### src/route_table_seqno_update_assert.svh
// assertion macros used by the route table storage, rtsu_table
// clocked on clk, disabled while rst_n is low
`ifndef ROUTE_TABLE_SEQNO_UPDATE_ASSERT_SVH
`define ROUTE_TABLE_SEQNO_UPDATE_ASSERT_SVH

// condition implies consequence in the same cycle
`define RTSU_ASSERT_NOW(lbl, ante, cons, msg) \
  lbl: assert property (@(posedge clk) disable iff (!rst_n) (ante) |-> (cons)) \
    else $error(msg);

// condition implies consequence in the next cycle
`define RTSU_ASSERT_NEXT(lbl, ante, cons, msg) \
  lbl: assert property (@(posedge clk) disable iff (!rst_n) (ante) |=> (cons)) \
    else $error(msg);

`endif

### src/rtsu_pkg.sv
// shared types, widths and status codes of the route table
// no dependencies
package rtsu_pkg;

  localparam int unsigned TABLE_ENTRIES_DEF = 16;

  localparam int unsigned KEY_W  = 32;
  localparam int unsigned SEQ_W  = 32;
  localparam int unsigned ADDR_W = 32;
  localparam int unsigned PORT_W = 16;
  localparam int unsigned STAT_W = 3;

  localparam logic OP_UPDATE = 1'b0;
  localparam logic OP_LOOKUP = 1'b1;

  localparam logic [STAT_W-1:0] ST_INSERTED  = 3'd0;
  localparam logic [STAT_W-1:0] ST_NEWER     = 3'd1;
  localparam logic [STAT_W-1:0] ST_SAME      = 3'd2;
  localparam logic [STAT_W-1:0] ST_UNCHANGED = 3'd3;
  localparam logic [STAT_W-1:0] ST_FULL      = 3'd4;
  localparam logic [STAT_W-1:0] ST_LOOKUP    = 3'd5;

  // what the table holds for the looked-up key
  typedef struct packed {
    logic              hit;
    logic              has_free;
    logic [SEQ_W-1:0]  seq;
    logic [ADDR_W-1:0] hop_addr;
    logic [PORT_W-1:0] hop_port;
    logic              direct;
  } rtsu_view_t;

  // table write request
  typedef struct packed {
    logic              alloc;
    logic              wr_route;
    logic              wr_seq;
    logic [KEY_W-1:0]  key;
    logic [SEQ_W-1:0]  seq;
    logic [ADDR_W-1:0] hop_addr;
    logic [PORT_W-1:0] hop_port;
    logic              direct;
  } rtsu_wr_t;

  typedef struct packed {
    logic              was_known;
    logic [STAT_W-1:0] status;
    logic [ADDR_W-1:0] hop_addr;
    logic [PORT_W-1:0] hop_port;
    logic              is_direct;
    logic [SEQ_W-1:0]  stored_seq;
  } rtsu_res_t;

endpackage

### src/route_table_seqno_update.sv
// top level of the sequence numbered route table
// depends on rtsu_pkg, rtsu_table and rtsu_decide
//
//   channel  direction  ports                                  handshake
//   in       input      in_opcode .. in_sender_port            in_valid / in_stall
//   out      output     out_was_known .. out_stored_seq        out_valid / out_stall
//
// one item per cycle while out_stall is low; each result goes from the input register to the result register
// the table match, decision and write fit between the input and result registers,
// so the next item already sees the entry written by this one
// reset clears the entry valid bits and both stage valid bits, no clearing pass
// out_stall holds the result register; in_stall rises only while both stages are full
// and out_stall is high
module route_table_seqno_update import rtsu_pkg::*; #(
  parameter int unsigned TABLE_ENTRIES = TABLE_ENTRIES_DEF
) (
  input  logic              clk,
  input  logic              rst_n,
  input  logic              in_valid,
  output logic              in_stall,
  input  logic              in_opcode,
  input  logic [KEY_W-1:0]  in_origin_key,
  input  logic [SEQ_W-1:0]  in_seq_number,
  input  logic              in_has_shortcut,
  input  logic [ADDR_W-1:0] in_shortcut_addr,
  input  logic [PORT_W-1:0] in_shortcut_port,
  input  logic [ADDR_W-1:0] in_sender_addr,
  input  logic [PORT_W-1:0] in_sender_port,
  output logic              out_valid,
  input  logic              out_stall,
  output logic              out_was_known,
  output logic [STAT_W-1:0] out_status,
  output logic [ADDR_W-1:0] out_hop_addr,
  output logic [PORT_W-1:0] out_hop_port,
  output logic              out_is_direct,
  output logic [SEQ_W-1:0]  out_stored_seq
);

  logic              in_valid_r;
  logic              opcode_r;
  logic [KEY_W-1:0]  key_r;
  logic [SEQ_W-1:0]  seq_r;
  logic              sc_r;
  logic [ADDR_W-1:0] sc_addr_r;
  logic [PORT_W-1:0] sc_port_r;
  logic [ADDR_W-1:0] snd_addr_r;
  logic [PORT_W-1:0] snd_port_r;

  logic      out_valid_r;
  rtsu_res_t res_r;

  logic       fire;
  rtsu_view_t view;
  rtsu_wr_t   wr;
  rtsu_res_t  res;

  assign fire     = in_valid_r && (!out_valid_r || !out_stall);
  assign in_stall = in_valid_r && !fire;

  always_ff @(posedge clk) begin
    if (!rst_n) begin
      in_valid_r <= 1'b0;
    end else if (!in_stall) begin
      in_valid_r <= in_valid;
    end
  end

  always_ff @(posedge clk) begin
    if (in_valid && !in_stall) begin
      opcode_r   <= in_opcode;
      key_r      <= in_origin_key;
      seq_r      <= in_seq_number;
      sc_r       <= in_has_shortcut;
      sc_addr_r  <= in_shortcut_addr;
      sc_port_r  <= in_shortcut_port;
      snd_addr_r <= in_sender_addr;
      snd_port_r <= in_sender_port;
    end
  end

  rtsu_table #(
    .TABLE_ENTRIES(TABLE_ENTRIES)
  ) u_table (
    .clk      (clk),
    .rst_n    (rst_n),
    .look_key (key_r),
    .wr       (wr),
    .view     (view)
  );

  rtsu_decide u_decide (
    .act           (fire),
    .opcode        (opcode_r),
    .origin_key    (key_r),
    .seq_number    (seq_r),
    .has_shortcut  (sc_r),
    .shortcut_addr (sc_addr_r),
    .shortcut_port (sc_port_r),
    .sender_addr   (snd_addr_r),
    .sender_port   (snd_port_r),
    .view          (view),
    .wr            (wr),
    .res           (res)
  );

  always_ff @(posedge clk) begin
    if (!rst_n) begin
      out_valid_r <= 1'b0;
    end else if (fire) begin
      out_valid_r <= 1'b1;
    end else if (!out_stall) begin
      out_valid_r <= 1'b0;
    end
  end

  always_ff @(posedge clk) begin
    if (fire) begin
      res_r <= res;
    end
  end

  assign out_valid      = out_valid_r;
  assign out_was_known  = res_r.was_known;
  assign out_status     = res_r.status;
  assign out_hop_addr   = res_r.hop_addr;
  assign out_hop_port   = res_r.hop_port;
  assign out_is_direct  = res_r.is_direct;
  assign out_stored_seq = res_r.stored_seq;

endmodule

### src/rtsu_table.sv
// route entry storage with parallel key match and lowest free slot search
// depends on rtsu_pkg and route_table_seqno_update_assert.svh
`include "route_table_seqno_update_assert.svh"

module rtsu_table import rtsu_pkg::*; #(
  parameter int unsigned TABLE_ENTRIES = TABLE_ENTRIES_DEF
) (
  input  logic             clk,
  input  logic             rst_n,
  input  logic [KEY_W-1:0] look_key,
  input  rtsu_wr_t         wr,
  output rtsu_view_t       view
);

  logic [TABLE_ENTRIES-1:0] valid_r;
  logic [KEY_W-1:0]         key_r  [TABLE_ENTRIES];
  logic [SEQ_W-1:0]         seq_r  [TABLE_ENTRIES];
  logic [ADDR_W-1:0]        addr_r [TABLE_ENTRIES];
  logic [PORT_W-1:0]        port_r [TABLE_ENTRIES];
  logic [TABLE_ENTRIES-1:0] direct_r;

  logic [TABLE_ENTRIES-1:0] match;
  logic [TABLE_ENTRIES-1:0] hit_oh;
  logic [TABLE_ENTRIES-1:0] free;
  logic [TABLE_ENTRIES-1:0] free_oh;
  logic [TABLE_ENTRIES-1:0] wr_oh;

  always_comb begin
    for (int i = 0; i < TABLE_ENTRIES; i++) begin
      match[i] = valid_r[i] && (key_r[i] == look_key);
    end
  end

  // lowest set bit picks the slot
  assign hit_oh  = match & (~match + 1'b1);
  assign free    = ~valid_r;
  assign free_oh = free & (~free + 1'b1);
  assign wr_oh   = wr.alloc ? free_oh : hit_oh;

  always_comb begin
    view          = '0;
    view.hit      = |match;
    view.has_free = |free;
    for (int i = 0; i < TABLE_ENTRIES; i++) begin
      if (hit_oh[i]) begin
        view.seq      = view.seq | seq_r[i];
        view.hop_addr = view.hop_addr | addr_r[i];
        view.hop_port = view.hop_port | port_r[i];
        view.direct   = view.direct | direct_r[i];
      end
    end
  end

  always_ff @(posedge clk) begin
    if (!rst_n) begin
      valid_r <= '0;
    end else if (wr.alloc) begin
      valid_r <= valid_r | free_oh;
    end
  end

  always_ff @(posedge clk) begin
    for (int i = 0; i < TABLE_ENTRIES; i++) begin
      if (wr_oh[i]) begin
        if (wr.alloc) begin
          key_r[i] <= wr.key;
        end
        if (wr.wr_seq) begin
          seq_r[i] <= wr.seq;
        end
        if (wr.wr_route) begin
          addr_r[i]   <= wr.hop_addr;
          port_r[i]   <= wr.hop_port;
          direct_r[i] <= wr.direct;
        end
      end
    end
  end

  `RTSU_ASSERT_NOW(a_alloc_only_on_miss, wr.alloc, !view.hit && view.has_free,
    "slot allocated for a known key or a full table")
  `RTSU_ASSERT_NOW(a_update_needs_entry, (wr.wr_route || wr.wr_seq) && !wr.alloc,
    view.hit, "route update without a matching entry")
  `RTSU_ASSERT_NEXT(a_alloc_grows, wr.alloc,
    $countones(valid_r) == $past($countones(valid_r)) + 1,
    "allocation did not add exactly one entry")
  `RTSU_ASSERT_NEXT(a_no_removal, !wr.alloc,
    valid_r == $past(valid_r), "valid bits changed without allocation")

endmodule

### src/rtsu_decide.sv
// update and lookup decision for one item against the matched entry
// depends on rtsu_pkg
module rtsu_decide import rtsu_pkg::*; (
  input  logic              act,
  input  logic              opcode,
  input  logic [KEY_W-1:0]  origin_key,
  input  logic [SEQ_W-1:0]  seq_number,
  input  logic              has_shortcut,
  input  logic [ADDR_W-1:0] shortcut_addr,
  input  logic [PORT_W-1:0] shortcut_port,
  input  logic [ADDR_W-1:0] sender_addr,
  input  logic [PORT_W-1:0] sender_port,
  input  rtsu_view_t        view,
  output rtsu_wr_t          wr,
  output rtsu_res_t         res
);

  logic newer;
  logic same;
  logic alloc;
  logic wr_route;
  logic wr_seq;

  assign newer = view.seq < seq_number;
  assign same  = view.seq == seq_number;

  always_comb begin
    alloc    = 1'b0;
    wr_route = 1'b0;
    wr_seq   = 1'b0;
    res      = '0;
    if (opcode == OP_LOOKUP) begin
      res.was_known = view.hit;
      res.status    = ST_LOOKUP;
    end else if (!view.hit) begin
      if (view.has_free) begin
        alloc      = 1'b1;
        wr_route   = 1'b1;
        wr_seq     = 1'b1;
        res.status = ST_INSERTED;
      end else begin
        res.status = ST_FULL;
      end
    end else begin
      res.was_known = 1'b1;
      if (newer) begin
        wr_route   = 1'b1;
        wr_seq     = 1'b1;
        res.status = ST_NEWER;
      end else if (same && !(has_shortcut && view.direct)) begin
        wr_route   = 1'b1;
        res.status = ST_SAME;
      end else begin
        res.status = ST_UNCHANGED;
      end
    end

    wr.alloc    = act && alloc;
    wr.wr_route = act && wr_route;
    wr.wr_seq   = act && wr_seq;
    wr.key      = origin_key;
    wr.seq      = seq_number;
    wr.hop_addr = has_shortcut ? shortcut_addr : sender_addr;
    wr.hop_port = has_shortcut ? shortcut_port : sender_port;
    wr.direct   = !has_shortcut;

    // report what the entry holds after this item
    if (view.hit || alloc) begin
      res.hop_addr   = wr_route ? wr.hop_addr : view.hop_addr;
      res.hop_port   = wr_route ? wr.hop_port : view.hop_port;
      res.is_direct  = wr_route ? wr.direct : view.direct;
      res.stored_seq = wr_seq ? seq_number : view.seq;
    end
  end

endmodule

### config.mk
export PLATFORM = sky130hd
export DESIGN_NAME = route_table_seqno_update
export DESIGN_NICKNAME = d
export VERILOG_FILES = /design/src/rtsu_pkg.sv /design/src/route_table_seqno_update.sv /design/src/rtsu_table.sv /design/src/rtsu_decide.sv
export VERILOG_INCLUDE_DIRS = /design/src /design/src/src
export SDC_FILE = /design/constraint.sdc
export NUM_CORES = 2
export LEC_CHECK = 0
export BUFFER_PORTS_ARGS = -buffer_cell sky130_fd_sc_hd__buf_2
export CAP_MARGIN = 20
export CORE_MARGIN = 5
export CORE_UTILIZATION = 65
export DETAILED_ROUTE_END_ITERATION = 10
export HOLD_SLACK_MARGIN = 0.03
export PLACE_DENSITY = 0.83
export SLEW_MARGIN = 15
export SYNTH_ARGS = -nofsm -noshare
export SYNTH_HDL_FRONTEND = slang
export SYNTH_SLANG_ARGS = --single-unit
### constraint.sdc
create_clock -name clk -period 19.75 [get_ports clk]
set_input_delay 0.9875 -clock clk [delete_from_list [all_inputs] [get_ports clk]]
set_output_delay 0.9875 -clock clk [all_outputs]
set_load 0.01 [all_outputs]
# --- Yosys cells after proc, flatten, opt, wreduce, memory -nomap -nowiden ---
# Memories as Yosys holds them, arrays and structs flattened.
# Index checks and enable logic that the tools add are counted.
word_totals:
  ff_bits: 281
  ram_bits: 1792
  inputBits: 166
  out_inout_bits: 87
  elab_cells: 554
  mem_count: 4
classes:
  addsub: 2
  magnitude_cmp: 1
  n_eq_ne: 18
  muxes: 320
  n_bitwise: 66
  reduce_logical: 110
mem_list:
  columns: ["memory", "depth", "word_bits", "rd", "rd_clocked_by_memory_dff", "write_ports", "line_no", "text"]
  rows:
  - ["u_table.addr_r", 16, 32, 16, 0, 1, "rtsu_table.sv:18", "logic [ADDR_W-1:0] addr_r [TABLE_ENTRIES];"]
  - ["u_table.key_r", 16, 32, 16, 0, 1, "rtsu_table.sv:16", "logic [KEY_W-1:0] key_r [TABLE_ENTRIES];"]
  - ["u_table.seq_r", 16, 32, 16, 0, 1, "rtsu_table.sv:17", "logic [SEQ_W-1:0] seq_r [TABLE_ENTRIES];"]
  - ["u_table.port_r", 16, 16, 16, 0, 1, "rtsu_table.sv:19", "logic [PORT_W-1:0] port_r [TABLE_ENTRIES];"]
ops:
  columns: ["operator", "n"]
  rows:
  - ["32-bit two-way mux", 48]
  - ["32-bit OR reduction", 45]
  - ["81-bit two-way mux", 16]
  - ["32-bit OR", 30]
  - ["32-bit == test", 17]
  - ["16-bit two-way mux", 18]
  - ["16-bit OR reduction", 17]
  - ["16-bit OR", 16]
  - ["4-bit two-way mux", 61]
  - ["1-bit two-way mux", 174]
  - ["16-bit inverter", 3]
  - ["16-bit by 1-bit adder with 16-bit output (second input constant)", 2]
  - ["16-bit bitwise AND", 2]
  - ["32-bit < comparator", 1]
  - ["2-bit AND reduction", 16]
  - ["1-bit logical AND", 24]
  - ["1-bit OR", 15]
  - ["1-bit logical NOT", 6]
  - ["3-bit two-way mux", 2]
  - ["1-bit logical OR", 2]
  - ["2-bit two-way mux", 1]
  - ["2-bit by 1-bit inequality test with 1-bit output (second input constant)", 1]

# --- Longest topological paths before layout ---
# An unclocked memory read counts as a cell.
logic_depth:
  ltp_word: 64
  ltp_mapped: 27
  mapped_depth_nobuf: 20

# --- By module ---
# Synthesis repeated with hierarchy kept, for this count alone.
unflattened:
  cells_unflattened: 5872
  hier_area_um2: 85713.5
by_module_without_submodules:
  columns: ["module", "instances", "cells_each", "area_per_inst_um2", "seq_area_each_um2"]
  rows:
  - ["rtsu_table", 1, 5150, 74694.1, 54612.4]
  - ["route_table_seqno_update", 1, 255, 7500.9, 7457.2]
  - ["rtsu_decide", 1, 467, 3518.4, 0.0]

# --- Worst setup path after synthesis ---
# No wires, ideal clock.
synth_path:
  path_kind: "flip-flop to flip-flop"
  from: "register key_r[0]"
  to: "memory u_table.addr_r[13][0] (netlist: u_table.addr_r[1][160]) (enable)"
  setup_ns: 0.462
  t_arrival_ns: 8.687
  required_time_ns: 19.288
  path_slack_ns: 10.601
  stages_incl_launch_ff: 14
  n_path_buf: 3
  synth_period_minus_slack_ns: 9.149
  path_cell_list: "edfxtp_1 > buf_2 > buf_2 > xnor2_1 > nand4_1 > nor4_1 > nand3_1 > nand3b_1 > nand4b_1 > nand2b_1 > buf_2 > nor4b_1 > o21ai_0 > nor2b_1"
synth_via:
  elab_chain_cells: 63
  word_cells_on_any_way: 174
  classes_between: "1 x add/sub; 1 x order compare; 17 x eq/ne; 86 x mux; 32 x bitwise; 37 x reduce/logical"
synth_rtl:
  columns: ["item", "line_no", "text"]
  rows:
  - ["from (decl)", "route_table_seqno_update.sv:41", "logic [KEY_W-1:0] key_r;"]
  - ["from (signal assigned)", "route_table_seqno_update.sv:71", "key_r <= in_origin_key;"]
  - ["parallel branches: the longest is 63 deep, another holds 16-bit by 1-bit adder with 16-bit output", null, null]
  - ["to (decl)", "rtsu_table.sv:18", null]
# Several ways; the timed one is not identified.

# --- Worst setup path after layout ---
layout_path:
  from: "register key_r[4]"
  to: "memory u_table.seq_r[0][26] (enable)"
layout_via:
  elab_chain_cells: 60
  word_cells_on_any_way: 154
  classes_between: "1 x add/sub; 1 x order compare; 16 x eq/ne; 85 x mux; 17 x bitwise; 34 x reduce/logical"
layout_rtl:
  columns: ["item", "line_no", "text"]
  rows:
  - ["32-bit == test", "rtsu_table.sv:30", "match[i] = valid_r[i] && (key_r[i] == look_key);"]
  - ["1-bit logical AND", "rtsu_table.sv:30", null]
  - ["16-bit inverter", "rtsu_table.sv:35", "assign hit_oh = match & (~match + 1'b1);"]
  - ["16-bit by 1-bit adder with 16-bit output", "rtsu_table.sv:35", null]
  - ["16-bit bitwise AND", "rtsu_table.sv:35", null]
  - ["81-bit two-way mux", "rtsu_table.sv:45", "if (hit_oh[i]) begin"]
  - ["32-bit OR", "rtsu_table.sv:46", "view.seq = view.seq | seq_r[i];"]
  - ["81-bit two-way mux", "rtsu_table.sv:45", null]
  - ["[... 30 more ...]", null, null]
  - ["1-bit two-way mux", "rtsu_decide.sv:35", "end else if (!view.hit) begin"]
  - ["1-bit two-way mux", "rtsu_decide.sv:32", "if (opcode == OP_LOOKUP) begin"]
  - ["1-bit logical AND", "rtsu_decide.sv:60", "wr.wr_seq = act && wr_seq;"]
  - ["1-bit two-way mux", "rtsu_table.sv:68", "if (wr.wr_seq) begin"]
  - ["1-bit two-way mux", "rtsu_table.sv:64", "if (wr_oh[i]) begin"]
  - ["1-bit two-way mux (implied by the code)", "rtsu_table.sv:69", "seq_r[i] <= wr.seq;"]
  - ["32-bit OR reduction (no source line)", null, null]
  - ["4-bit two-way mux (no source line) or 1-bit two-way mux (tied branches) (15 in a row)", null, null]
  - ["to (decl)", "rtsu_table.sv:17", null]
# Several ways; a longest one is shown, not always the timed one.

==> flow_summary_export.csv <==
group,metric,value,unit
sta,grt_setup_unrepaired,"no",
critical_path,worst-path-max-fanout,51,
critical_path,cpPeakStageDelay,0.84,ns
critical_path,crit_top_cell,"buf_4",
sta,finalSetupViolCount,0,
global_route,grt_pass1_wl,315000,um
layout,final_common_cell,"edfxtp_1",
die,die_width,365,um
sta,slew_headroom,0.229,
critical_path,arrival,9.89,ns
sta,fin_skew,0.0391,ns
detailed_routing,drc,0,
clock_network,clock_sinks,2073,
layout,fillCellCount,7147,
critical_path,endpoint_kind,"flip-flop",
clock_network,cts_tree,"built",
synth,synth_area_leaders,"edfxtp_1, xor2_1, xnor2_1, a22oi_1, nand3_1",
critical_path,worstPathCellList,"buf_4 -> xnor2_1 -> nand4_1 -> nor4_1 -> and3_4 -> or4_1 -> or3_1 -> buf_4 -> nor3_4 -> buf_4 -> a2111oi_0 -> nand3_1 -> ha_1 -> a21o_1 -> a21o_1 -> a21oi_1 -> o21ai_0 -> and3_1 -> o21ai_0 -> nand3_1 -> inv_2 -> o21ai_4 -> buf_12 -> nor2_4",
synth,synthFlopType,"edfxtp_1",
power,vdd.ir_drop.worst,0.106,mV
synth,synthArstFlopShare,0,
placement,place.gp.congestion,0.920,
layout,design_area,91900,um^2
detailed_routing,num_vias,50100,
placement,dp_hpwl,122000,um
detailed_routing,wl_per_cell,30.2,um
clock_network,clk_path_buf_depth,3,
layout,layout.nets,5562,
clock_network,clk_pin_slew_worst_paths,0.06,ns
synth,yosys.area.top_type,"edfxtp_1",
status,status,"complete, no violations",
layout,multiInputGateArea,18800,um^2
power,p_per_area,97.9,nW/um^2
hold_path,hp-class,"input port to flip-flop",
sta,finalCritPeriodShare,0.478,
placement,io_buffers,252,
detailed_routing,detailedRoute.firstIterationViolations,8152,
sta,tightest_slew,1.16,ns
detailed_routing,drtPass1Iterations,9,
die,core_area,125000,um^2
layout,synthToLayoutAreaGrowth,12.2,%
critical_path,crit_required,20.19,ns
clock_network,cts_buffers,193,
detailed_routing,wl,216000,um
clock_network,cts_root_buf,"clkbuf_16",
synth,synth_cell_types,83,
layout,regArea,62100,um^2
die,rows,130,
clock_network,insertion_delay,0.85,ns
detailed_routing,viasPerCell,6.98,
synth,postSynthCellCount,5066,
synth,synth-seq-cells,2073,
global_route,grt_max_degree,74,
critical_path,startpoint_type,"flip-flop",
sta,final.setup.tns,0,ns
detailed_routing,postRouteAntennaNets,0,
sta,maxSlewViolCount,0,
critical_path,crit_slowest_cell,"inv_2",
layout,mostFrequentLayoutCells,"edfxtp_1, xor2_1, buf_2",
synth,synth_edf_count,2055,
synth,ys_warn_count,0,
die,die_area,133000,um^2
flow_run,cap_violations,0,
synth,avgSynthCellArea,16.2,um^2
synth,netlist_area,82000,um^2
sta,max_freq,0.106,GHz
layout,drive_gt1_frac,0.149,
placement,postPlaceCellArea,85500,um^2
die,initial_core_util,0.654,
clock_network,ctsHtreeMaxLevel,4,
critical_path,crit_type,"flip-flop to flip-flop",
synth,ys_seq_area_frac,0.757,
synth,synth_nets,5264,
die,io_pins,253,
clock_network,hold_buffers,0,
global_route,antenna_found_initial,1,
sta,hold_violations,0,
synth,yosys.area.top_type_share,0.753,
clock_network,cts_resized,0,
clock_network,post-cts-setup-buffer-count,0,
power,p_leak,29.8,nW
global_route,grt_overflow,0,
global_route,grt_pass1_vias,49500,
die,die_y,365,um
sta,period_needed,9.44,ns
global_route,grt_usage,0.321,
## per-stage QoR
| step | util | setup WS [ns] | cells | hold slack (ns) | total power, mW |
|---|---|---|---|---|---|
| 2_1_floorplan | - | 10.60 | 5066 | 0.466 | 5.17 |
| 3_5_place_dp | 0.682 | 10.39 | 6818 | 0.507 | 5.30 |
| 6_report | 0.733 | 10.31 | 7173 | 0.319 | 9.00 |
| 4_1_cts | 0.733 | 10.38 | 7171 | 0.277 | 9.00 |
| 5_1_grt | 0.733 | 9.83 | 7172 | 0.282 | 9.23 |
| 3_3_place_gp | 0.682 | 10.48 | 6816 | 0.482 | 5.29 |
## logic make-up after synthesis
group | after synthesis | share of synthesized area
compound gates | 844 | 0.0788
xor+xnor | 491 | 0.0525
fa+ha+maj | 32 | 0.00488
buf+inv | 375 | 0.0202
flops | 2073 | 0.757
mux | 62 | 0.00852
simple gates | 1189 | 0.0779
## cell type report
cell class | count | share of cell area
diodes | 1 | 0.0000272
clock buffers | 231 | 0.0545
clock inverters | 122 | 0.0149
inverters | 95 | 0.00388
multi-input cells | 2618 | 0.204
flip-flops and latches | 2073 | 0.675
well taps | 1650 | 0.0225
repair buffers | 383 | 0.0247
## where the power goes
group | switching [mW] | internal [mW] | leakage, nW
clock network | 1.62 | 2.17 | 3.10
logic | 0.210 | 0.0858 | 7.87
registers | 0.0284 | 4.89 | 18.8
total | 1.86 | 7.14 | 29.8
## per-layer routing
| layer | track usage | share of wire | vias up |
|---|---|---|---|
| met2 | 0.500 | 0.46 | 4203 |
| li1 | - | - | 20700 |
| met5 | 0 | 0 | - |
| met4 | 0.128 | 0.043 | 0 |
| met3 | 0.0829 | 0.14 | 668 |
| met1 | 0.442 | 0.36 | 24600 |
## critical path: cells and delay by family (launching register included)
family / cells / cell delay, ns
and+or+nand+nor: 10 / 3.94
buffers and inverters: 5 / 2.25
AOI/OAI and AO/OA: 7 / 1.84
adders and majority gates: 1 / 0.34
DFF: 1 / 0.32
xor gates and xnor gates: 1 / 0.23
## path summary, 6_finish.rpt
| check | start | end | slack, ns | depth (start not counted) |
|---|---|---|---|---|
| worst max-delay path | key_r[4] | u_table.seq_r[0][26] | 10.31 | 24 |
| worst min-delay path | in_seq_number[22] | seq_r[22] | 0.32 | 1 |
| worst max register to register | key_r[4] | u_table.seq_r[0][26] | 10.31 | 24 |
| worst min register to register | in_valid_r | out_valid | 0.51 | 2 |
## synthesized netlist by cell type, types with 5 or more instances
cell / number
buf_2: 75
nand2b_1: 62
a21oi_1: 160
xor2_1: 256
nand4b_1: 13
nand3_1: 233
mux2_2: 53
and3_1: 62
a2111oi_2: 8
buf_6: 10
o2bb2ai_1: 32
o311a_1: 36
a21o_1: 49
nor4b_1: 17
a222oi_1: 80
or4_1: 20
a221o_1: 80
nor2_1: 147
buf_1: 18
or3_1: 11
o21a_1: 18
nand2_1: 222
nor3_1: 51
a22oi_1: 176
mux2_1: 9
nor2b_1: 24
nand4_1: 169
a2111oi_0: 14
ha_1: 32
xnor2_1: 235
o2111ai_1: 12
o21ai_0: 59
inv_1: 95
dfxtp_1: 18
a31oi_1: 49
buf_4: 9
nor4_1: 121
and4_1: 5
a22o_1: 32
clkbuf_1: 164
a2111oi_1: 12
edfxtp_1: 2055
## registers in the layout, summed over array words and instances (netlist names)
| name | count |
|---|---|
| in_valid_r | 1 |
| key_r | 32 |
| opcode_r | 1 |
| out_hop_addr | 32 |
| out_hop_port | 16 |
| out_is_direct | 1 |
| out_status | 3 |
| out_stored_seq | 32 |
| out_valid | 1 |
| out_was_known | 1 |
| sc_addr_r | 32 |
| sc_port_r | 16 |
| sc_r | 1 |
| seq_r | 32 |
| snd_addr_r | 32 |
| snd_port_r | 16 |
| u_table.addr_r | 512 |
| u_table.direct_r | 16 |
| u_table.key_r | 512 |
| u_table.port_r | 256 |
| u_table.seq_r | 512 |
| u_table.valid_r | 16 |
Note: power is estimated with default switching activity, not from simulation.
